## config.mk

```make
export PLATFORM = sky130hd
export DESIGN_NAME = dbwe_ram
export DESIGN_NICKNAME = d
export VERILOG_FILES = /design/src/rtl/core/dbwe_ram.sv
export SDC_FILE = /design/constraint.sdc
export NUM_CORES = 2
export LEC_CHECK = 0
export BUFFER_PORTS_ARGS = -buffer_cell sky130_fd_sc_hd__buf_4
export CAP_MARGIN = 20
export CORE_UTILIZATION = 60
export DETAILED_ROUTE_END_ITERATION = 8
export GPL_TIMING_DRIVEN = 0
export PLACE_DENSITY = 0.76
export SYNTH_ARGS = -nofsm -noshare
export SYNTH_HDL_FRONTEND = slang
export SYNTH_SLANG_ARGS = --single-unit
```

## constraint.sdc

```tcl
create_clock -name clk -period 3.1 [get_ports clk]
set_clock_uncertainty 0.15 [all_clocks]
set_input_delay 0.155 -clock clk [delete_from_list [all_inputs] [get_ports clk]]
set_output_delay 0.155 -clock clk [all_outputs]
set_load 0.05 [all_outputs]
```

## src/rtl/core/dbwe_ram.sv

```systemverilog
// Generic single-write, single-read synchronous RAM with registered read data.
// No dependencies.
`default_nettype none

module dbwe_ram #(
  parameter int unsigned WIDTH = 8,
  parameter int unsigned DEPTH = 256
) (
  input  wire logic                     clk,
  input  wire logic                     we,
  input  wire logic [$clog2(DEPTH)-1:0] waddr,
  input  wire logic [WIDTH-1:0]         wdata,
  input  wire logic                     re,
  input  wire logic [$clog2(DEPTH)-1:0] raddr,
  output      logic [WIDTH-1:0]         rdata
);

  logic [WIDTH-1:0] mem [DEPTH];

  // write port
  always_ff @(posedge clk) begin
    if (we) begin
      mem[waddr] <= wdata;
    end
  end

  // read port, data held until the next read
  always_ff @(posedge clk) begin
    if (re) begin
      rdata <= mem[raddr];
    end
  end

endmodule

`default_nettype wire

```

==> impl_metrics.csv <==
group,metric,value,unit
drt,wl,231000,um
power_and_ir_drop,share_clk_of_total_power,0.400,
global_route,grt_start_max_net_pins,177,
worst_setup_path,crit_fanout,10,
timing,final-hold-violation-count,0,
clock_tree,worst_skew_pair_later_pin_latency,840,ps
global_route,grt.met1_usage,0.454,
timing,final_critical_path_setup_slack,-270,ps
global_route,busiest_layer,"met2",
timing,report.final.slew_viol_count,0,
synth,synth_sequential_area_ratio,0.775,
drt,postRouteAntennaNets,0,
worst_setup_path,setup.worst_path.class,"in -> reg",
finish,drive_gt1_frac,0.229,
global_route,fraction_of_met2_tracks_used_by_global_routing,0.505,
floorplanning,coreArea,0.132,sq mm
finish,nNetsFinal,4027,
clock_tree,htree_levels,4,
synth,ys_warn_count,0,
synth,netlist_area,0.0796,sq mm
global_route,grt_pass1_wl,317000,um
clock_tree,max-clock-path-buffers,3,
worst_setup_path,cp.buffers_inverters,4,
power_and_ir_drop,p_sw_frac,0.218,
worst_setup_path,timing.critical_path.slowest_cell_delay,660,ps
global_route,grt_use_total,0.346,
timing,setup_viol,49,
finish,flow.area_growth_from_synthesis,11.6,%
synth,async_flop_share,0,
timing,rsz_0062_raised_after_global_routing,"true",
place,place.gp.congestion,0.998,
flow_run,maxCapViolCount,0,
worst_setup_path,end_kind,"register",
clock_tree,tritoncts.num_buffers,193,
drt,vias,42600,
synth,synthDistinctLibCells,54,
global_route,gr-total-overflow,0,
synth,yosysTopAreaCellShare,0.775,
worst_setup_path,ordered_list_of_cells_on_the_worst_path,"buf_4, buf_2, buf_4, nand3b_1, clkbuf_1, o221ai_1, a21oi_1, a21oi_1, nor3_1, nor4_2",
place,place.port_buffers,27,
synth,yosys-top-cells-count,"edfxtp_1 (2056), mux4_2 (454), nor2_1 (282)",
power_and_ir_drop,vdd_drop_max,653,uV
clock_tree,cts_root_buffer,"clkbuf_16",
synth,syn-instance-count,3733,
synth,syn_avg_cell_area,21.3,sq um
timing,slew_headroom,0.0537,
timing,worst_max_slew_pin_slew,1380,ps
power_and_ir_drop,power.net_switching,12.4,mW
worst_setup_path,worst_setup_path_start_kind,"primary input",
timing,timing.hold.ws,20.1,ps
worst_setup_path,cp_data_required_time,3470,ps
global_route,grt_pass1_vias,41300,
place,detailedPlace.worstSlack,-1570,ps
timing,period_minus_slack,3370,ps
drt,drtPass1Iterations,7,
synth,synth_largest_area_cell,"edfxtp_1",
worst_setup_path,cp.arrival,3740,ps
drt,drtIter0Drc,7713,
status,status,"complete, but fails checks",
timing,finalCritPeriodShare,1.09,
power_and_ir_drop,post_layout_power,56.7,mW
synth,synth.most_common_cell,"edfxtp_1",
power_and_ir_drop,pwr-share-comb,0.059,
power_and_ir_drop,static-leakage-power,27.5,nW
worst_setup_path,critical_path_top_delay_cell,"nor4_2",
synth,synth-edff-count,2056,
power_and_ir_drop,power_per_cell_area,638,mW/mm^2
hold_path,worst_hold_path_type,"in -> reg",
floorplanning,die_area,0.134,sq mm
synth,flip_flop_and_latch_count_after_synthesis,2056,
timing,max_freq,297,MHz
floorplanning,floorplan.initialDensity,0.605,
drt,avgRoutedWirePerCell,39.2,um
global_route,antenna_found_initial,16,
synth,mappedNetlistNets,3760,
synth,synth.area.top_cells,"edfxtp_1 (78%), mux4_2 (13%), mux2i_1 (1.7%), nor2_1 (1.3%), a22oi_1 (1.3%)",
clock_tree,clk_pin_slew,60,ps
worst_setup_path,timing.critical_path.max_delay_family,"buffers and inverters",
floorplanning,core.rowCount,133,
drt,post-route-drc-count,0,
place,dp_hpwl,150000,um
status,violations_in_the_final_reports,"setup timing",
clock_tree,cts.sinks,2056,
floorplanning,ios,35,
global_route,gr-usage-met3,0.121,
floorplanning,dieHeight,366,um
power_and_ir_drop,power_report.internal_total,44.3,mW
floorplanning,die_width,366,um
clock_tree,tritoncts,"done",
synth,synth-main-ff-cell,"edfxtp_1",
drt,route.detailed.vias_per_inst,7.22,
power_and_ir_drop,reg_power_frac,0.541,
worst register-to-register path: cells and delay by family, from the launching register on:
| family | cells | cell delay, ps |
|---|---|---|
| compound gates | 3 | 1340 |
| simple gates | 2 | 560 |
| mux | 1 | 530 |
| flops | 1 | 360 |
power by group through the flow:
stage / clock, mW / combinational (mW) / sequential (mW)
after floorplan: 0 / 1.49 / 31.3
after global placement: 0 / 3.00 / 31.3
after detailed placement: 0 / 3.13 / 31.3
after CTS: 22.6 / 3.19 / 30.7
after global routing: 23.6 / 3.34 / 30.7
final: 22.7 / 3.32 / 30.7
layout by cell type (no fill, tap or decap), drive strengths merged, types with 2 or more instances in the layout:
| master | synthesis | layout |
|---|---|---|
| nand4 | 10 | 10 |
| o22a | 5 | 5 |
| diode | 0 | 4 |
| nand3b | 2 | 2 |
| nand2b | 8 | 8 |
| nor2 | 282 | 282 |
| edfxtp | 2056 | 2056 |
| bufinv | 0 | 11 |
| nand2 | 33 | 33 |
| a21oi | 96 | 96 |
| dlygate4sd3 | 0 | 11 |
| a31oi | 2 | 2 |
| and2 | 6 | 6 |
| clkdlybuf4s15 | 0 | 5 |
| nor3 | 22 | 22 |
| o221ai | 47 | 47 |
| inv | 1 | 4 |
| buf | 122 | 174 |
| or2 | 4 | 4 |
| o211ai | 10 | 10 |
| and3b | 2 | 2 |
| nor2b | 31 | 31 |
| a221oi | 14 | 14 |
| nor4 | 27 | 27 |
| mux2i | 134 | 134 |
| clkinv | 1 | 78 |
| clkinvlp | 0 | 3 |
| mux4 | 456 | 456 |
| o21ai | 12 | 12 |
| a22o | 8 | 8 |
| o32ai | 5 | 5 |
| a211oi | 16 | 16 |
| a311oi | 2 | 2 |
| o22ai | 28 | 28 |
| a22oi | 133 | 133 |
| a2111oi | 5 | 5 |
| clkbuf | 111 | 363 |
| nand3 | 34 | 34 |
metal layers:
| metal | vias to the layer above | share of wire |
|---|---|---|
| li1 | 16200 | - |
| met1 | 21600 | 0.33 |
| met2 | 3930 | 0.44 |
| met3 | 812 | 0.15 |
| met4 | 24 | 0.072 |
| met5 | - | 0.00078 |
sequential cells by signal, indices dropped and copies added, names as in the netlist:
signal and count:
mem 2048, rdata 8
final timing paths:
| path | from | end | slack (ps) | depth (start not counted) |
|---|---|---|---|---|
| setup / recovery | raddr[2] | rdata[2] | -270 | 10 |
| hold / removal | waddr[7] | mem[195][3] | 20 | 4 |
| setup reg to reg | mem[83][5] | rdata[5] | -120 | 6 |
| hold reg to reg | mem[78][0] | rdata[0] | 1120 | 5 |
stage by stage:
stage           util  instances  instance area [sq um]  setup TNS, ps
2_1_floorplan      -       3733                  79600              0
3_3_place_gp   0.623       5515                  82000        -662120
3_5_place_dp   0.628       5549                  82600        -369300
4_1_cts        0.675       5901                  88800              0
5_1_grt        0.675       5903                  88900          -72.9
6_report       0.675       5906                  88900          -2830
area by class of cell:
type                       count  area (sq um)
sequential                  2056         61700
fill                        7929         42700
multi-input combinational   1442         16600
clock buffer                 248          5180
tap                         1755          2200
buffer                       231          1540
timing repair buffer          74           922
clock inverter                94           731
antenna                        4          10.0
inverter                       2          7.51
cells by family after synthesis:
kind of cell           after synthesis  synth area share
flip-flops                        2056             0.775
multiplexers                       591             0.146
AO/OA/AOI/OAI                      385            0.0342
buffers and inverters              235            0.0183
AND/OR/NAND/NOR                    466            0.0263
timing repair:
action	4_1_cts	5_1_grt
setup endpoints to repair	8	10
gates resized for setup	44	20
cloned	0	0
endpoints found under the hold margin	1071	0
buffers inserted	0	0
hold buffers	11	0
Power figures use the tool's default switching activity.
