--- src/rtl/core/dbwe_pkg.sv ---
// Package for the banded window expansion core: configuration record, item
// tag, operation and register codes, field widths.
// No dependencies; used by every module of the core except dbwe_ram.
`default_nettype none

package dbwe_pkg;

  // field widths of the word ports
  localparam int unsigned STORE_W = 8;   // coarse start/end columns
  localparam int unsigned ROW_W   = 8;   // coarse row index
  localparam int unsigned FROW_W  = 10;  // fine row index
  localparam int unsigned OUT_W   = 10;  // fine column results
  localparam int unsigned CNT_W   = 9;   // coarse row/column count registers
  localparam int unsigned RAD_W   = 8;   // band radius register

  // APB side
  localparam int unsigned PADDR_W = 5;
  localparam int unsigned PDATA_W = 32;

  // operation codes
  typedef enum logic {
    OP_WRITE  = 1'b0,
    OP_EXPAND = 1'b1
  } op_t;

  // register indexes (byte address / 4)
  typedef enum logic [2:0] {
    REG_ROWS   = 3'd0,
    REG_COLS   = 3'd1,
    REG_RPAR   = 3'd2,
    REG_CPAR   = 3'd3,
    REG_RADIUS = 3'd4
  } reg_idx_t;

  // programmed configuration
  typedef struct packed {
    logic [CNT_W-1:0] rows;
    logic [CNT_W-1:0] cols;
    logic             rpar;
    logic             cpar;
    logic [RAD_W-1:0] radius;
  } cfg_t;

  // tag carried alongside a word waiting on the store read
  typedef struct packed {
    logic expand;  // expand word (else write word)
    logic bad;     // row index out of range
  } item_t;

endpackage

`default_nettype wire

--- src/rtl/core/dbwe_cfg.sv ---
// APB register file for the window expansion core: rows, columns, parities
// and band radius. Depends on dbwe_pkg.
`default_nettype none

module dbwe_cfg (
  input  wire logic                          clk,
  input  wire logic                          rst,
  input  wire logic                          psel,
  input  wire logic                          penable,
  input  wire logic                          pwrite,
  input  wire logic [dbwe_pkg::PADDR_W-1:0]  paddr,
  input  wire logic [dbwe_pkg::PDATA_W-1:0]  pwdata,
  output      logic [dbwe_pkg::PDATA_W-1:0]  prdata,
  output      logic                          pready,
  output      dbwe_pkg::cfg_t                cfg
);

  logic               wr_en;
  dbwe_pkg::reg_idx_t idx;

  assign pready = 1'b1;
  assign wr_en  = psel & penable & pwrite;
  assign idx    = dbwe_pkg::reg_idx_t'(paddr[dbwe_pkg::PADDR_W-1:2]);

  // register writes; unknown indexes are dropped
  always_ff @(posedge clk) begin
    if (rst) begin
      cfg.rows   <= dbwe_pkg::CNT_W'(1);
      cfg.cols   <= dbwe_pkg::CNT_W'(1);
      cfg.rpar   <= 1'b0;
      cfg.cpar   <= 1'b0;
      cfg.radius <= dbwe_pkg::RAD_W'(1);
    end else if (wr_en) begin
      unique case (idx)
        dbwe_pkg::REG_ROWS:   cfg.rows   <= pwdata[dbwe_pkg::CNT_W-1:0];
        dbwe_pkg::REG_COLS:   cfg.cols   <= pwdata[dbwe_pkg::CNT_W-1:0];
        dbwe_pkg::REG_RPAR:   cfg.rpar   <= pwdata[0];
        dbwe_pkg::REG_CPAR:   cfg.cpar   <= pwdata[0];
        dbwe_pkg::REG_RADIUS: cfg.radius <= pwdata[dbwe_pkg::RAD_W-1:0];
        default: ;
      endcase
    end
  end

  // read-back
  always_comb begin
    prdata = '0;
    unique case (idx)
      dbwe_pkg::REG_ROWS:   prdata = dbwe_pkg::PDATA_W'(cfg.rows);
      dbwe_pkg::REG_COLS:   prdata = dbwe_pkg::PDATA_W'(cfg.cols);
      dbwe_pkg::REG_RPAR:   prdata = dbwe_pkg::PDATA_W'(cfg.rpar);
      dbwe_pkg::REG_CPAR:   prdata = dbwe_pkg::PDATA_W'(cfg.cpar);
      dbwe_pkg::REG_RADIUS: prdata = dbwe_pkg::PDATA_W'(cfg.radius);
      default:              prdata = '0;
    endcase
  end

endmodule

`default_nettype wire

--- config.mk ---
export PLATFORM = sky130hd
export DESIGN_NAME = dbwe_cfg
export DESIGN_NICKNAME = d
export VERILOG_FILES = /design/src/rtl/core/dbwe_pkg.sv /design/src/rtl/core/dbwe_cfg.sv
export SDC_FILE = /design/constraint.sdc
export NUM_CORES = 1
export LEC_CHECK = 0
export BUFFER_PORTS_ARGS = -buffer_cell sky130_fd_sc_hd__buf_2
export CORE_UTILIZATION = 46
export CTS_CLUSTER_SIZE = 30
export DETAILED_ROUTE_END_ITERATION = 10
export HOLD_SLACK_MARGIN = 0.03
export PLACE_DENSITY = 0.9
export SYNTH_ARGS = -nofsm -noshare
export SYNTH_HDL_FRONTEND = slang
export SYNTH_SLANG_ARGS = --single-unit
--- constraint.sdc ---
create_clock -name clk -period 2.3 [get_ports clk]
set_input_delay 0.46 -clock clk [delete_from_list [all_inputs] [get_ports clk]]
set_output_delay 0.46 -clock clk [all_outputs]
set_load 0.01 [all_outputs]
==> summary.md <==
| Metric | Value |
|---|---|
| DR pass1 iterations | 4 |
| CTS tree | built |
| GRT Total Usage | 18.3% |
| Final worst path period share | 94.6% |
| Core area | 3390 sq um |
| Clk root buf | clkbuf_4 |
| DIE WIDTH | 62.1 um |
| Post-synthesis sequential area ratio | 33.7% |
| Placed cells | 259 |
| Slew Limit Fails | 0 |
| GRT overflow | 0 |
| Commonest cells after routing, fill and taps aside | buf_2 (53), mux2i_1 (38), nand2b_1 (34) |
| Pleak | 0.959 nW |
| Place WS | 0.114 ns |
| Commonest non-fill, non-tap cell in the layout | buf_2 |
| Pwr dens | 436 nW/um^2 |
| YS warnings | 0 |
| Min Tclk post-route | 2.17 ns |
| Initial Util | 49.1% |
| Synth Instances | 174 |
| Top reg by flops | cfg |
| Worst setup path category | in -> out |
| Dpl hpwl | 2520 um |
| Antenna viol nets, final | 0 |
| Run status | complete, no violations |
| IO Count | 103 |
| Post-Syn Area per Cell | 9.56 sq um |
| Worst-margin pin slew | 0.698 ns |
| # diodes | 0 |
| WL/cell | 13.3 um |
| CP arrival | 1.71 ns |
| DR vias/cell | 4.84 |
| Global-route wire length before repair | 5720 um |
| WL met2 | 1680 um |
| Vias in the first global route | 1191 |
| #FFs+latches synth | 28 |
| Slew HR | 53.4% |
| Met3 WL post-DR | 163 um |
| Design area | 1840 sq um |
| Overall routed net length | 3480 um |
| Post-DP Area | 1810 sq um |
| Post-CTS Setup Inserts | 0 |
| Worst Skew | 0 ns |
| Vias | 1268 |
| Cts hold-fix bufs | 0 |
| Final non-filler cell total | 262 |
| Final setup vio count | 0 |
| RSZ-0062 raised after global routing | false |
| M1 wire length | 1620 um |
| Crit. End Element | output port |
| Initial drt markers | 24 |
| Rows | 21 |
| Initial antenna violation count | 0 |
| TNS Setup | 0 ns |
| Max-Cap Viols | 0 |
| Fillers | 325 |
| Die height | 62.1 um |
| CTS Buffer Depth | 2 |
| Drc violations | 0 |
| Worst-Skew Late Latency | 0.31 ns |
| CTS H-tree lvls | 1 |
| Clk sinks | 28 |
| Cell area after technology mapping | 1660 sq um |
| Distinct cells, synth | 24 |
| Share of cells above drive strength 1 | 29.6% |
| Clock transition at the registers of the reported paths | 0.14 ns |
| Final Worst Setup Slack | 0.125 ns |
| Yosys top cell area share | 33.7% |
| Cts bufs inserted | 3 |
| Top flop regs | cfg x28 |
| Syn-to-layout area delta | 10.4% |
| Yosys top cell by area | dfxtp_1 |
| Full die area | 3860 sq um |
| Fmax | 460 MHz |
| Worst Path Max Fanout | 10 |
| Worst Path Required | 1.84 ns |
| Critical Path Source Type | primary input |
| PortBufs | 53 |
| Maximum vdd drop | 0.360 mV |
| Placer Congestion | 0.687 |
| Hold WC Path Type | in -> reg |
| Synth area leaders | dfxtp_1 (34%), mux2i_1 (23%), nand2b_1 (13%) |
| Final Hold Viols | 0 |
| Post-CTS sizing | 0 |
| Largest net degree at the start of global routing | 39 |
| Max reg flops | 28 |
| Top Layer Used | met4 |
| Post-layout util | 54.2% |
| # nets final | 260 |
## cells in the mapped netlist
master and number:
buf_2 3, mux2i_1 38, nand3_1 1, o311ai_0 1, nor2b_1 1, nor2_1 11, nor4b_2 1, inv_1 1
nor4_1 2, nor3_1 1, buf_6 4, nor4_2 1, inv_2 1, buf_4 25, clkbuf_1 6, nand2b_1 34
or4_1 1, or4_4 2, nand3_2 1, a2bb2oi_1 7, or3_1 1, conb_1 2, or4b_1 1, dfxtp_1 28
## cells by family (layout without fill, tap and decap cells)
group / after synthesis / in the layout / synth area share (%)
buf+inv: 40 / 60 / 16.7
compound gates: 8 / 8 / 4.21
simple gates: 58 / 58 / 22.0
other cells: 2 / 24 / 0.452
mux: 38 / 38 / 22.9
flops: 28 / 28 / 33.7
## critical path, stage by stage
cell	delay (ns)
buf_2	0.19
nor2b_1	0.58
nand3_1	0.14
o311ai_0	0.14
buf_2	0.20
## routing by layer
| metal | vias up | track usage, % |
|---|---|---|
| met4 | 0 | 4.94 |
| met5 | - | 0 |
| met1 | 602 | 22.6 |
| li1 | 618 | - |
| met2 | 46 | 33.1 |
| met3 | 2 | 2.39 |
## layout make-up
type                       instances  area, sq um  area share [%]
clock buffer                       3         22.5            1.23
sequential                        28          561            30.5
timing repair buffer              55          280            15.3
multi-input combinational        128          907            49.4
tap                               46         57.6            3.14
inverter                           2         7.51           0.409
## per-stage QoR
| stage | power, mW | hold WS [ns] |
|---|---|---|
| 6_report | 0.801 | 0.415 |
| 2_1_floorplan | 0.616 | 0.504 |
| 3_3_place_gp | 0.611 | 0.475 |
| 4_1_cts | 0.807 | 0.412 |
| 3_5_place_dp | 0.613 | 0.482 |
| 5_1_grt | 0.835 | 0.420 |
## path summary, 6_finish.rpt
check	startpoint	endpoint	slack, ns	cells after the start
setup / recovery	paddr[2]	prdata[0]	0.13	5
hold / removal	pwdata[8]	cfg[18]	0.42	3
setup reg to reg	cfg[3]	cfg[3]	1.66	2
hold reg to reg	cfg[24]	cfg[24]	0.50	2
## power by group
part	total [mW]	internal [mW]	switching (mW)	leakage, nW
Sequential	0.492	0.489	0.00274	0.226
Combinational	0.112	0.0420	0.0696	0.719
Clock	0.198	0.0613	0.137	0.0138
No activity file was read; power rests on OpenSTA's default activity.
