==> src/rtl/core/dbwe_pkg.sv <==
// Package for the banded window expansion core: configuration record, item
// tag, operation and register codes, field widths.
// No dependencies; used by every module of the core except dbwe_ram.
`default_nettype none

package dbwe_pkg;

  // field widths of the word ports
  localparam int unsigned STORE_W = 8;   // coarse start/end columns
  localparam int unsigned ROW_W   = 8;   // coarse row index
  localparam int unsigned FROW_W  = 10;  // fine row index
  localparam int unsigned OUT_W   = 10;  // fine column results
  localparam int unsigned CNT_W   = 9;   // coarse row/column count registers
  localparam int unsigned RAD_W   = 8;   // band radius register

  // APB side
  localparam int unsigned PADDR_W = 5;
  localparam int unsigned PDATA_W = 32;

  // operation codes
  typedef enum logic {
    OP_WRITE  = 1'b0,
    OP_EXPAND = 1'b1
  } op_t;

  // register indexes (byte address / 4)
  typedef enum logic [2:0] {
    REG_ROWS   = 3'd0,
    REG_COLS   = 3'd1,
    REG_RPAR   = 3'd2,
    REG_CPAR   = 3'd3,
    REG_RADIUS = 3'd4
  } reg_idx_t;

  // programmed configuration
  typedef struct packed {
    logic [CNT_W-1:0] rows;
    logic [CNT_W-1:0] cols;
    logic             rpar;
    logic             cpar;
    logic [RAD_W-1:0] radius;
  } cfg_t;

  // tag carried alongside a word waiting on the store read
  typedef struct packed {
    logic expand;  // expand word (else write word)
    logic bad;     // row index out of range
  } item_t;

endpackage

`default_nettype wire

==> src/rtl/core/dbwe_calc.sv <==
// Column widening for one fine row: scales the coarse bounds read from the
// stores, applies the radius and clamps to the fine grid. Depends on dbwe_pkg.
`default_nettype none

module dbwe_calc #(
  parameter int unsigned MAX_COARSE_COLS = 256
) (
  input  wire dbwe_pkg::cfg_t                    cfg,
  input  wire logic [dbwe_pkg::STORE_W-1:0]      start_rd,
  input  wire logic [dbwe_pkg::STORE_W-1:0]      end_rd,
  output      logic [dbwe_pkg::OUT_W-1:0]        start_col,
  output      logic [dbwe_pkg::OUT_W-1:0]        end_col
);

  localparam int unsigned MCW  = $clog2(MAX_COARSE_COLS + 1);
  localparam int unsigned MW   = (MCW > dbwe_pkg::CNT_W) ? MCW : dbwe_pkg::CNT_W;
  localparam int unsigned EN_W = dbwe_pkg::STORE_W + 3;
  localparam int unsigned CW   = (MW + 1 > EN_W) ? MW + 1 : EN_W;

  logic [MW-1:0]                 cols_ext;
  logic [MW-1:0]                 m_eff;
  logic [CW-1:0]                 fine_last;
  logic [dbwe_pkg::STORE_W:0]    st2;
  logic [dbwe_pkg::STORE_W:0]    rad_ext;
  logic [dbwe_pkg::STORE_W:0]    st;
  logic [CW-1:0]                 en;
  logic [CW-1:0]                 en_c;

  // effective column count: zero acts as one, saturate at the maximum
  assign cols_ext = MW'(cfg.cols);
  always_comb begin
    if (cfg.cols == '0) begin
      m_eff = MW'(1);
    end else if (cols_ext > MW'(MAX_COARSE_COLS)) begin
      m_eff = MW'(MAX_COARSE_COLS);
    end else begin
      m_eff = cols_ext;
    end
  end

  assign fine_last = (CW'(m_eff) << 1) + CW'(cfg.cpar) - CW'(1);

  // start: 2*s - R, floored at zero
  assign st2     = {start_rd, 1'b0};
  assign rad_ext = (dbwe_pkg::STORE_W + 1)'(cfg.radius);
  assign st      = (st2 > rad_ext) ? st2 - rad_ext : '0;

  // end: 2*e + 1 + R + cpar, capped at the last fine column
  assign en   = (CW'(end_rd) << 1) + CW'(1) + CW'(cfg.radius) + CW'(cfg.cpar);
  assign en_c = (en > fine_last) ? fine_last : en;

  assign start_col = dbwe_pkg::OUT_W'(st);
  assign end_col   = en_c[dbwe_pkg::OUT_W-1:0];

endmodule

`default_nettype wire

==> config.mk <==
export PLATFORM = sky130hd
export DESIGN_NAME = dbwe_calc
export DESIGN_NICKNAME = d
export VERILOG_FILES = /design/src/rtl/core/dbwe_pkg.sv /design/src/rtl/core/dbwe_calc.sv
export SDC_FILE = /design/constraint.sdc
export NUM_CORES = 1
export LEC_CHECK = 0
export ABC_CLOCK_PERIOD_IN_PS = 9300
export BUFFER_PORTS_ARGS = -buffer_cell sky130_fd_sc_hd__buf_2
export CELL_PAD_IN_SITES_DETAIL_PLACEMENT = 0
export CELL_PAD_IN_SITES_GLOBAL_PLACEMENT = 2
export CORE_UTILIZATION = 28
export DETAILED_ROUTE_END_ITERATION = 10
export MAX_ROUTING_LAYER = met4
export PLACE_DENSITY = 0.88
export SYNTH_ARGS = -nofsm -noshare
export SYNTH_HDL_FRONTEND = slang
export SYNTH_SLANG_ARGS = --single-unit
==> constraint.sdc <==
create_clock -name vclk -period 9.3
set_input_delay 2.325 -clock vclk [all_inputs]
set_output_delay 2.325 -clock vclk [all_outputs]
set_load 0.02 [all_outputs]
==> key figures, run 1 <==
STA
  – Final hold vios: 0
  – Slew margin rel.: 0.536
  – RSZ-0062 raised after global routing: no
  – Fmax: 119 MHz
  – Worst-margin pin slew: 0.693 ns
  – Setup Viol. Count Final: 0
  – Final Slew Violations: 0
  – Final Worst Setup Slack: 0.870 ns
  – Final critical-path required period: 8.43 ns
  – Share of the clock period used by the worst path: 0.906
  – Hold_ws: 5.01 ns
  – Fin Setup TNS: 0 ns

Floorplan
  – IO Pins: 64
  – Die area: 5440 um2
  – Die Wd: 73.8 um
  – Core area: 4850 um2
  – Initial Utilization: 0.298
  – Die height: 73.8 um
  – Rows: 25

Pwr
  – Sw Ratio: 0.585
  – Switching power: 98.3 uW
  – Cell-internal power: 69.7 uW
  – Sequential group share of total power: 0
  – Clock power share: 0
  – Combinational Power Share: 1.000
  – Peak supply drop: 0.0000318 V
  – Power density cells: 95.3 nW/um2
  – P_leak: 0.000871 uW

Synth
  – Synthesized area per cell: 7.29 um2
  – Post-synthesis sequential area ratio: 0
  – Synthesized net count: 271
  – Synth warn: 0
  – Mapped Cells: 198
  – Netlist cell types: 51
  – Mapped cell area: 1440 um2

Detailed routing
  – Total Routed Length: 3820 um
  – Drt drc: 0
  – 1st-pass router iterations: 4
  – Vias per cell: 4.97
  – Routed Antenna Nets: 0
  – Via count: 1562
  – Drt wl/cell: 12.1 um
  – Initial drt markers: 37

Outcome
  – Run status: finished clean

Cells and area
  – Diode count: 0
  – Number of sequential cells: 0
  – Clock buffer count: 0
  – Share of cells above drive strength 1: 0.235
  – Register Area: 0 um2
  – Fin nets: 322
  – Layout Cells excl Fill: 314
  – Area Overhead vs Synth: 22.2%

Placement
  – Pre-CTS setup slack: 0.843 ns
  – Final HPWL DP: 3280 um
  – PortBufs: 53
  – # placed instances: 314
  – Gpl congestion: 0.796

Job
  – Max_cap viols: 0

CTS
  – Post-CTS setup buffers: 0
  – Post-cts sizing count: 0
  – # hold bufs at CTS: 0

Worst setup path
  – CP startpoint: cfg[8]
  – Max FO, Critical Path: 10
  – Crit Path Class: in2out
  – Critical path required time: 6.98 ns
  – Startpoint Class: primary input
  – Critical Path End Type: output pin
  – WP data arrival: 6.11 ns

Global routing
  – Grt total ovfl: 0
  – Largest net degree at the start of global routing: 11
  – Initial antenna violation count: 0
  – Global-route usage over all layers: 0.146
  – First-pass GRT wire length: 6390 um
  – Vias in the first global route: 1428

Worst hold path
  – Hold-critical path endpoint: end_col[0]
  – Hold_sp: cfg[8]
  – Worst hold path class: in2out
  – Hold depth: 3
worst max-delay path, cell delays in order:
cell,delay [ns]
buf_2,0.13
inv_1,0.18
ha_1,0.21
inv_1,0.05
fa_1,0.43
a211oi_1,0.34
o21bai_1,0.12
a21oi_1,0.17
xor2_1,0.21
inv_1,0.06
ha_1,0.32
a211oi_1,0.26
a311oi_1,0.14
o211ai_2,0.58
mux2_1,0.39
buf_2,0.16
stage by stage:
stage / util / cell area (um2) / total power, uW
CTS: 0.364 / 1760 / 170
global placement: 0.364 / 1760 / 168
global route: 0.364 / 1760 / 186
floorplan: - / 1440 / 123
finish: 0.364 / 1760 / 168
detailed placement: 0.364 / 1760 / 169
power by group through the flow:
stage / combinational [uW] / clock [uW] / sequential [uW]
detailed placement: 169 / 0 / 0
CTS: 170 / 0 / 0
global route: 186 / 0 / 0
floorplan: 123 / 0 / 0
global placement: 168 / 0 / 0
finish: 168 / 0 / 0
cell families (layout without fill, tap and decap cells):
kind of cell / count (synthesis) / count (layout) / synth area share
simple gates: 57 / 57 / 0.205
mux: 10 / 10 / 0.0755
buf+inv: 30 / 79 / 0.0876
fa+ha+maj: 29 / 29 / 0.262
other cells: 1 / 1 / 0.00260
xor+xnor: 8 / 8 / 0.0486
compound gates: 63 / 63 / 0.319
layout by cell type (no fill, tap or decap), types with 3 or more instances in the layout:
master    instances
nor2b_1           7
o21ai_0          15
nand4_1           3
ha_1             27
nor4_1            4
or4_1             3
nor2_1           11
buf_2            53
xor2_1            3
nor3_1            7
nand3_1           3
a211oi_1          3
inv_1            25
a21o_1            3
o21a_1            7
o21bai_1          3
a21oi_1           9
xnor2_1           5
mux2i_1           6
mux2_1            3
nand2_1          13
synthesized netlist by cell type, types with 2 or more instances:
master	number	area [um2]
ha_1	27	338
mux2_1	3	33.8
a32oi_1	2	17.5
a21oi_1	9	45.0
a21o_1	3	22.5
o21ai_0	15	75.1
o211ai_1	2	15.0
or4_1	3	22.5
nand2_1	13	48.8
xnor2_1	5	43.8
nor4_1	4	25.0
fa_1	2	40.0
nand4_1	3	18.8
buf_2	2	10.0
nor2_1	11	41.3
nor3_1	7	35.0
mux2i_1	6	60.1
or3_1	2	12.5
xor2_1	3	26.3
inv_1	25	93.8
o21a_1	7	52.6
nor2b_1	7	43.8
nand3_1	3	15.0
o21bai_1	3	22.5
o31a_1	2	17.5
a211oi_1	3	22.5
a31oi_1	2	12.5
per-layer routing:
layer	track usage	routed length, um
met4	0	0
met1	0.203	1970
met3	0.00274	154
met2	0.252	1700
met5	-	0
final cells by class:
type                            instances  area (um2)
Timing Repair Buffer                   53         265
Fill cell                             541        3090
Tap cell                               67        83.8
Inverter                               26        97.6
Multi-Input combinational cell        168        1320
worst max-delay path by stage:
stage	depth (start not counted)	slack, ns	endpoint
floorplan	15	1.62	end_col[0]
global placement	16	0.84	end_col[4]
detailed placement	16	0.84	end_col[3]
CTS	16	0.80	end_col[3]
global route	16	0.51	end_col[4]
finish	16	0.87	end_col[4]
(Power assumes the default switching activity.)
==> run 2: changes to the inputs <==
--- a/config.mk
+++ b/config.mk
@@ -7,12 +7,10 @@
 export LEC_CHECK = 0
 export ABC_CLOCK_PERIOD_IN_PS = 9300
 export BUFFER_PORTS_ARGS = -buffer_cell sky130_fd_sc_hd__buf_2
-export CELL_PAD_IN_SITES_DETAIL_PLACEMENT = 0
-export CELL_PAD_IN_SITES_GLOBAL_PLACEMENT = 2
-export CORE_UTILIZATION = 28
+export CORE_UTILIZATION = 40
 export DETAILED_ROUTE_END_ITERATION = 10
 export MAX_ROUTING_LAYER = met4
-export PLACE_DENSITY = 0.88
+export PLACE_DENSITY = 0.68
 export SYNTH_ARGS = -nofsm -noshare
 export SYNTH_HDL_FRONTEND = slang
 export SYNTH_SLANG_ARGS = --single-unit
==> key figures, run 2 (synthesis gave the netlist of run 1 again) <==
Global routing
  – First-pass GRT wire length: 5530 um (was 6390 um)
  – Global-route usage over all layers: 0.187 (was 0.146)
  – Vias in the first global route: 1319 (was 1428)
  – Grt met1 use: 0.265 (was 0.203)
  – Initial antenna violation count: 0 (unchanged)
  – GR Util met2: 0.309 (was 0.252)
  – GR Layer Usage met3: 0.0104 (was 0.00274)
  – Grt peak-use layer: met2 (unchanged)
  – Largest net degree at the start of global routing: 11 (unchanged)
  – Grt total ovfl: 0 (unchanged)

Pwr
  – Sequential group share of total power: 0 (about the same)
  – Combinational Power Share: 1.000 (about the same)
  – P_leak: 0.000871 uW (unchanged)
  – Sw Ratio: 0.581 (was 0.585)
  – Peak supply drop: 0.0000427 V (was 0.0000318 V)
  – Switching power: 96.3 uW (was 98.3 uW)
  – Clock power share: 0 (about the same)
  – Power density cells: 95.4 nW/um2 (was 95.3 nW/um2)
  – Cell-internal power: 69.3 uW (was 69.7 uW)

Worst setup path
  – Critical Path End Type: output pin (unchanged)
  – Crit Path Class: in2out (unchanged)
  – CP peak stage delay: 0.56 ns (was 0.58 ns)
  – WP data arrival: 6.14 ns (was 6.11 ns)
  – Max FO, Critical Path: 10 (unchanged)
  – Worst-path cell chain: buf_2, inv_1, ha_1, inv_1, fa_1, a211oi_1, o21bai_1, a21oi_1, xor2_1, inv_1, ha_1, a211oi_1, a311oi_1, o211ai_2, mux2_1, buf_2 (unchanged)
  – Critical path required time: 6.98 ns (about the same)
  – Crit-path most repeated cell: inv_1 (unchanged)
  – Slowest stage cell, crit path: o211ai_2 (unchanged)
  – Startpoint Class: primary input (unchanged)

STA
  – Final Slew Violations: 0 (unchanged)
  – RSZ-0062 raised after global routing: no (unchanged)
  – Fin Setup TNS: 0 ns (unchanged)
  – Final critical-path required period: 8.46 ns (was 8.43 ns)
  – Final hold vios: 0 (unchanged)
  – Share of the clock period used by the worst path: 0.910 (was 0.906)
  – Worst-margin pin slew: 0.668 ns (was 0.693 ns)
  – Setup Viol. Count Final: 0 (unchanged)
  – Fmax: 118 MHz (was 119 MHz)
  – Slew margin rel.: 0.553 (was 0.536)

Floorplan
  – Die Wd: 62.1 um (was 73.8 um)
  – Rows: 21 (was 25)
  – Die area: 3850 um2 (was 5440 um2)
  – IO Pins: 64 (unchanged)
  – Initial Utilization: 0.426 (was 0.298)
  – Core area: 3390 um2 (was 4850 um2)
  – Die height: 62.1 um (was 73.8 um)

Cells and area
  – Fin area: 1740 um2 (was 1760 um2)
  – Area Overhead vs Synth: 20.4% (was 22.2%)
  – Commonest cells after routing, fill and taps aside: buf_2 (53), ha_1 (27), inv_1 (25) (unchanged)
  – Fill cell count: 350 (was 541)
  – Diode count: 0 (unchanged)
  – Clock buffer count: 0 (unchanged)
  – Number of sequential cells: 0 (unchanged)
  – Register Area: 0 um2 (unchanged)
  – Multi-input logic area: 1320 um2 (unchanged)
  – Fin nets: 322 (unchanged)
  – Share of cells above drive strength 1: 0.235 (unchanged)
  – Commonest non-fill, non-tap cell in the layout: buf_2 (unchanged)

Detailed routing
  – Drt drc: 0 (unchanged)
  – 1st-pass router iterations: 4 (unchanged)
  – Total Routed Length: 3480 um (was 3820 um)
  – Vias per cell: 5.37 (was 4.97)
  – Initial drt markers: 73 (was 37)
  – Via count: 1574 (was 1562)
  – Drt wl/cell: 11.9 um (was 12.1 um)
  – Routed Antenna Nets: 0 (unchanged)

Worst hold path
  – Hold_sp: cfg[8] (unchanged)
  – Hold depth: 3 (unchanged)
  – Worst hold path class: in2out (unchanged)
  – Hold-critical path endpoint: end_col[0] (unchanged)

Job
  – Max_cap viols: 0 (unchanged)

CTS
  – Post-CTS setup buffers: 0 (unchanged)
  – Post-cts sizing count: 0 (unchanged)
  – # hold bufs at CTS: 0 (unchanged)

Placement
  – Final HPWL DP: 3010 um (was 3280 um)
  – PortBufs: 53 (unchanged)
  – Post-DP Area: 1740 um2 (was 1760 um2)
  – Gpl congestion: 0.804 (was 0.796)

Outcome
  – Run status: finished clean (unchanged)
==> run 2: cell counts in the layout (fill, tap and decap cells not counted) <==
Identical to the previous run, type by type.
==> run 2: cell type report <==
| class | instances | area share |
|---|---|---|
| Multi-Input combinational cell | 168 | 0.758 |
| Timing Repair Buffer | 53 | 0.153 |
| Inverter | 26 | 0.0562 |
| Tap cell | 46 | 0.0331 |
==> run 2: worst max path at each step <==
stage / from / endpoint / cells past startpoint
final: cfg[8] / end_col[4] / 16
after CTS: cfg[8] / end_col[4] / 16
after floorplan: cfg[14] / end_col[0] / 15
after global routing: cfg[14] / end_col[3] / 14
after global placement: cfg[8] / end_col[4] / 16
after detailed placement: cfg[8] / end_col[4] / 16
==> run 2: per-layer routing <==
| layer | wire, um | vias up |
|---|---|---|
| li1 | - | 839 |
| met1 | 1750 | 699 |
| met2 | 1600 | 36 |
| met3 | 129 | 0 |
| met4 | 0 | 0 |
| met5 | 0 | - |
==> run 2: critical path: cells and delay by family <==
family | cells | cell delay [ns]
xor gates and xnor gates | 1 | 0.21
adders and majority gates | 3 | 0.95
muxes | 1 | 0.40
buffers and inverters | 5 | 0.57
AOI/OAI and AO/OA | 6 | 1.68
==> run 2: stage by stage <==
step                      utilization  setup slack, ns  total power, uW  hold slack, ns  instances
final                           0.512            0.838              166            5.00        293
after global routing            0.512            0.607              185            5.04        293
after CTS                       0.512            0.895              167            5.01        293
after detailed placement        0.512            0.940              166            5.00        293
after global placement          0.512            0.908              164            5.01        293
after floorplan                     -             1.62              123            4.79        198
==> run 2: power groups by stage <==
stage                     clock network, uW  logic (uW)  registers (uW)
final                                     0         166               0
after global placement                    0         164               0
after global routing                      0         185               0
after CTS                                 0         167               0
after detailed placement                  0         166               0
after floorplan                           0         123               0
==> run 3: changes to the inputs <==
==> constraint.sdc (replaced) <==
create_clock -name vclk -period 9.3
set_input_delay 0 -clock vclk [all_inputs]
set_output_delay 0 -clock vclk [all_outputs]
set_load 0.02 [all_outputs]
==> key figures, run 3 (synthesis gave the netlist of run 1 again) <==
Worst setup path
  – Critical path required time: 9.30 ns (was 6.98 ns)
  – WP data arrival: 3.78 ns (was 6.14 ns)
  – Critical Path End Type: output pin (unchanged)
  – Crit-path most repeated cell: inv_1 (unchanged)
  – Startpoint Class: primary input (unchanged)
  – Worst-path cell chain: buf_2, inv_1, ha_1, inv_1, fa_1, a211oi_1, o21bai_1, a21oi_1, xor2_1, inv_1, ha_1, a211oi_1, a311oi_1, o211ai_2, mux2_1, buf_2 (unchanged)
  – CP peak stage delay: 0.56 ns (about the same)
  – Slowest stage cell, crit path: o211ai_2 (unchanged)
  – Max FO, Critical Path: 10 (unchanged)
  – Crit Path Class: in2out (unchanged)

Worst hold path
  – Hold depth: 3 (unchanged)
  – Hold_sp: cfg[8] (unchanged)
  – Hold-critical path endpoint: end_col[0] (unchanged)
  – Worst hold path class: in2out (unchanged)

CTS
  – Post-CTS setup buffers: 0 (unchanged)
  – Post-cts sizing count: 0 (unchanged)
  – # hold bufs at CTS: 0 (unchanged)

Job
  – Max_cap viols: 0 (unchanged)

Detailed routing
  – Initial drt markers: 81 (was 73)
  – Via count: 1597 (was 1574)
  – Total Routed Length: 3340 um (was 3480 um)
  – M1 WL: 1760 um (was 1750 um)
  – WL met2: 1490 um (was 1600 um)
  – Routed met3 length: 88 um (was 129 um)
  – Drt drc: 0 (unchanged)
  – Drt wl/cell: 11.4 um (was 11.9 um)
  – 1st-pass router iterations: 4 (unchanged)
  – Top sig layer: met3 (unchanged)
  – Vias per cell: 5.45 (was 5.37)
  – Routed Antenna Nets: 0 (unchanged)

Placement
  – Gpl congestion: 0.801 (was 0.804)
  – Final HPWL DP: 2920 um (was 3010 um)
  – PortBufs: 53 (unchanged)

Cells and area
  – Share of cells above drive strength 1: 0.235 (unchanged)
  – Fin nets: 322 (unchanged)
  – Commonest non-fill, non-tap cell in the layout: buf_2 (unchanged)
  – Fill cell count: 343 (was 350)
  – Area Overhead vs Synth: 20.4% (unchanged)
  – Layout Utilization: 0.512 (unchanged)
  – Commonest cells after routing, fill and taps aside: buf_2 (53), ha_1 (27), inv_1 (25) (unchanged)
  – Register Area: 0 um2 (unchanged)
  – Clock buffer count: 0 (unchanged)
  – Diode count: 0 (unchanged)
  – Number of sequential cells: 0 (unchanged)

STA
  – Share of the clock period used by the worst path: 0.407 (was 0.910)
  – Setup Viol. Count Final: 0 (unchanged)
  – RSZ-0062 raised after global routing: no (unchanged)
  – Final critical-path required period: 3.78 ns (was 8.46 ns)
  – Fmax: 264 MHz (was 118 MHz)
  – Final hold vios: 0 (unchanged)
  – Fin Setup TNS: 0 ns (unchanged)
  – Worst-margin pin slew: 0.658 ns (was 0.668 ns)
  – Final Slew Violations: 0 (unchanged)
  – Slew margin rel.: 0.560 (was 0.553)

Floorplan
  – Initial Utilization: 0.426 (unchanged)
  – Die Wd: 62.1 um (unchanged)
  – Core area: 3390 um2 (unchanged)
  – IO Pins: 64 (unchanged)
  – Die height: 62.1 um (unchanged)
  – Rows: 21 (unchanged)
  – Die area: 3850 um2 (unchanged)

Pwr
  – Peak supply drop: 0.0000566 V (was 0.0000427 V)
  – Clock power share: 0 (about the same)
  – Sw Ratio: 0.580 (was 0.581)
  – P_leak: 0.000871 uW (unchanged)
  – Cell-internal power: 69.3 uW (about the same)
  – Power density cells: 95.2 nW/um2 (was 95.4 nW/um2)
  – Switching power: 95.9 uW (was 96.3 uW)
  – Pwr Total: 165 uW (was 166 uW)
  – Sequential group share of total power: 0 (about the same)
  – Combinational Power Share: 1.000 (about the same)

Global routing
  – Grt total ovfl: 0 (unchanged)
  – Global-route usage over all layers: 0.175 (was 0.187)
  – Largest net degree at the start of global routing: 11 (unchanged)
  – Initial antenna violation count: 0 (unchanged)
  – First-pass GRT wire length: 5170 um (was 5530 um)
  – Vias in the first global route: 1238 (was 1319)

Outcome
  – Run status: finished clean (unchanged)
run 3: final cells by class:
| type | instances | area (um2) | share of cell area |
|---|---|---|---|
| inverters | 26 | 97.6 | 0.0562 |
| repair buffers | 53 | 265 | 0.153 |
| well taps | 46 | 57.6 | 0.0331 |
| multi-input cells | 168 | 1320 | 0.758 |
run 3: metal layers:
layer  vias to the layer above  GRT usage
met3                         0          0
li1                        841          -
met2                        30      0.280
met1                       726      0.262
met5                         -          -
met4                         0          0
run 3: worst max-delay path: cells and delay by family:
family                   cells  cell delay, ns
buffers and inverters        5            0.58
adder cells (fa/ha/maj)      3            0.96
multiplexers                 1            0.40
AO/OA/AOI/OAI                6            1.63
XOR/XNOR                     1            0.21
run 3: power groups by stage:
stage / sequential, uW / clock (uW) / combinational [uW]
after detailed placement: 0 / 0 / 166
after CTS: 0 / 0 / 166
after floorplan: 0 / 0 / 123
final: 0 / 0 / 165
after global placement: 0 / 0 / 164
after global routing: 0 / 0 / 183
run 3: worst max-delay path by stage:
| stage | start | cells after the start | slack (ns) | to |
|---|---|---|---|---|
| floorplan | cfg[14] | 15 | 6.27 | end_col[0] |
| global placement | cfg[8] | 16 | 5.56 | end_col[4] |
| detailed placement | cfg[8] | 16 | 5.54 | end_col[4] |
| CTS | cfg[8] | 16 | 5.51 | end_col[4] |
| global route | cfg[14] | 14 | 5.23 | end_col[3] |
| finish | cfg[8] | 16 | 5.52 | end_col[4] |
run 3: stage by stage:
step / std cells / hold slack [ns] / worst slack (ns) / area, um2
after floorplan: 198 / 0.141 / 6.27 / 1440
after detailed placement: 293 / 0.356 / 5.54 / 1740
final: 293 / 0.352 / 5.52 / 1740
after global routing: 293 / 0.376 / 5.23 / 1740
after CTS: 293 / 0.359 / 5.51 / 1740
after global placement: 293 / 0.356 / 5.56 / 1740
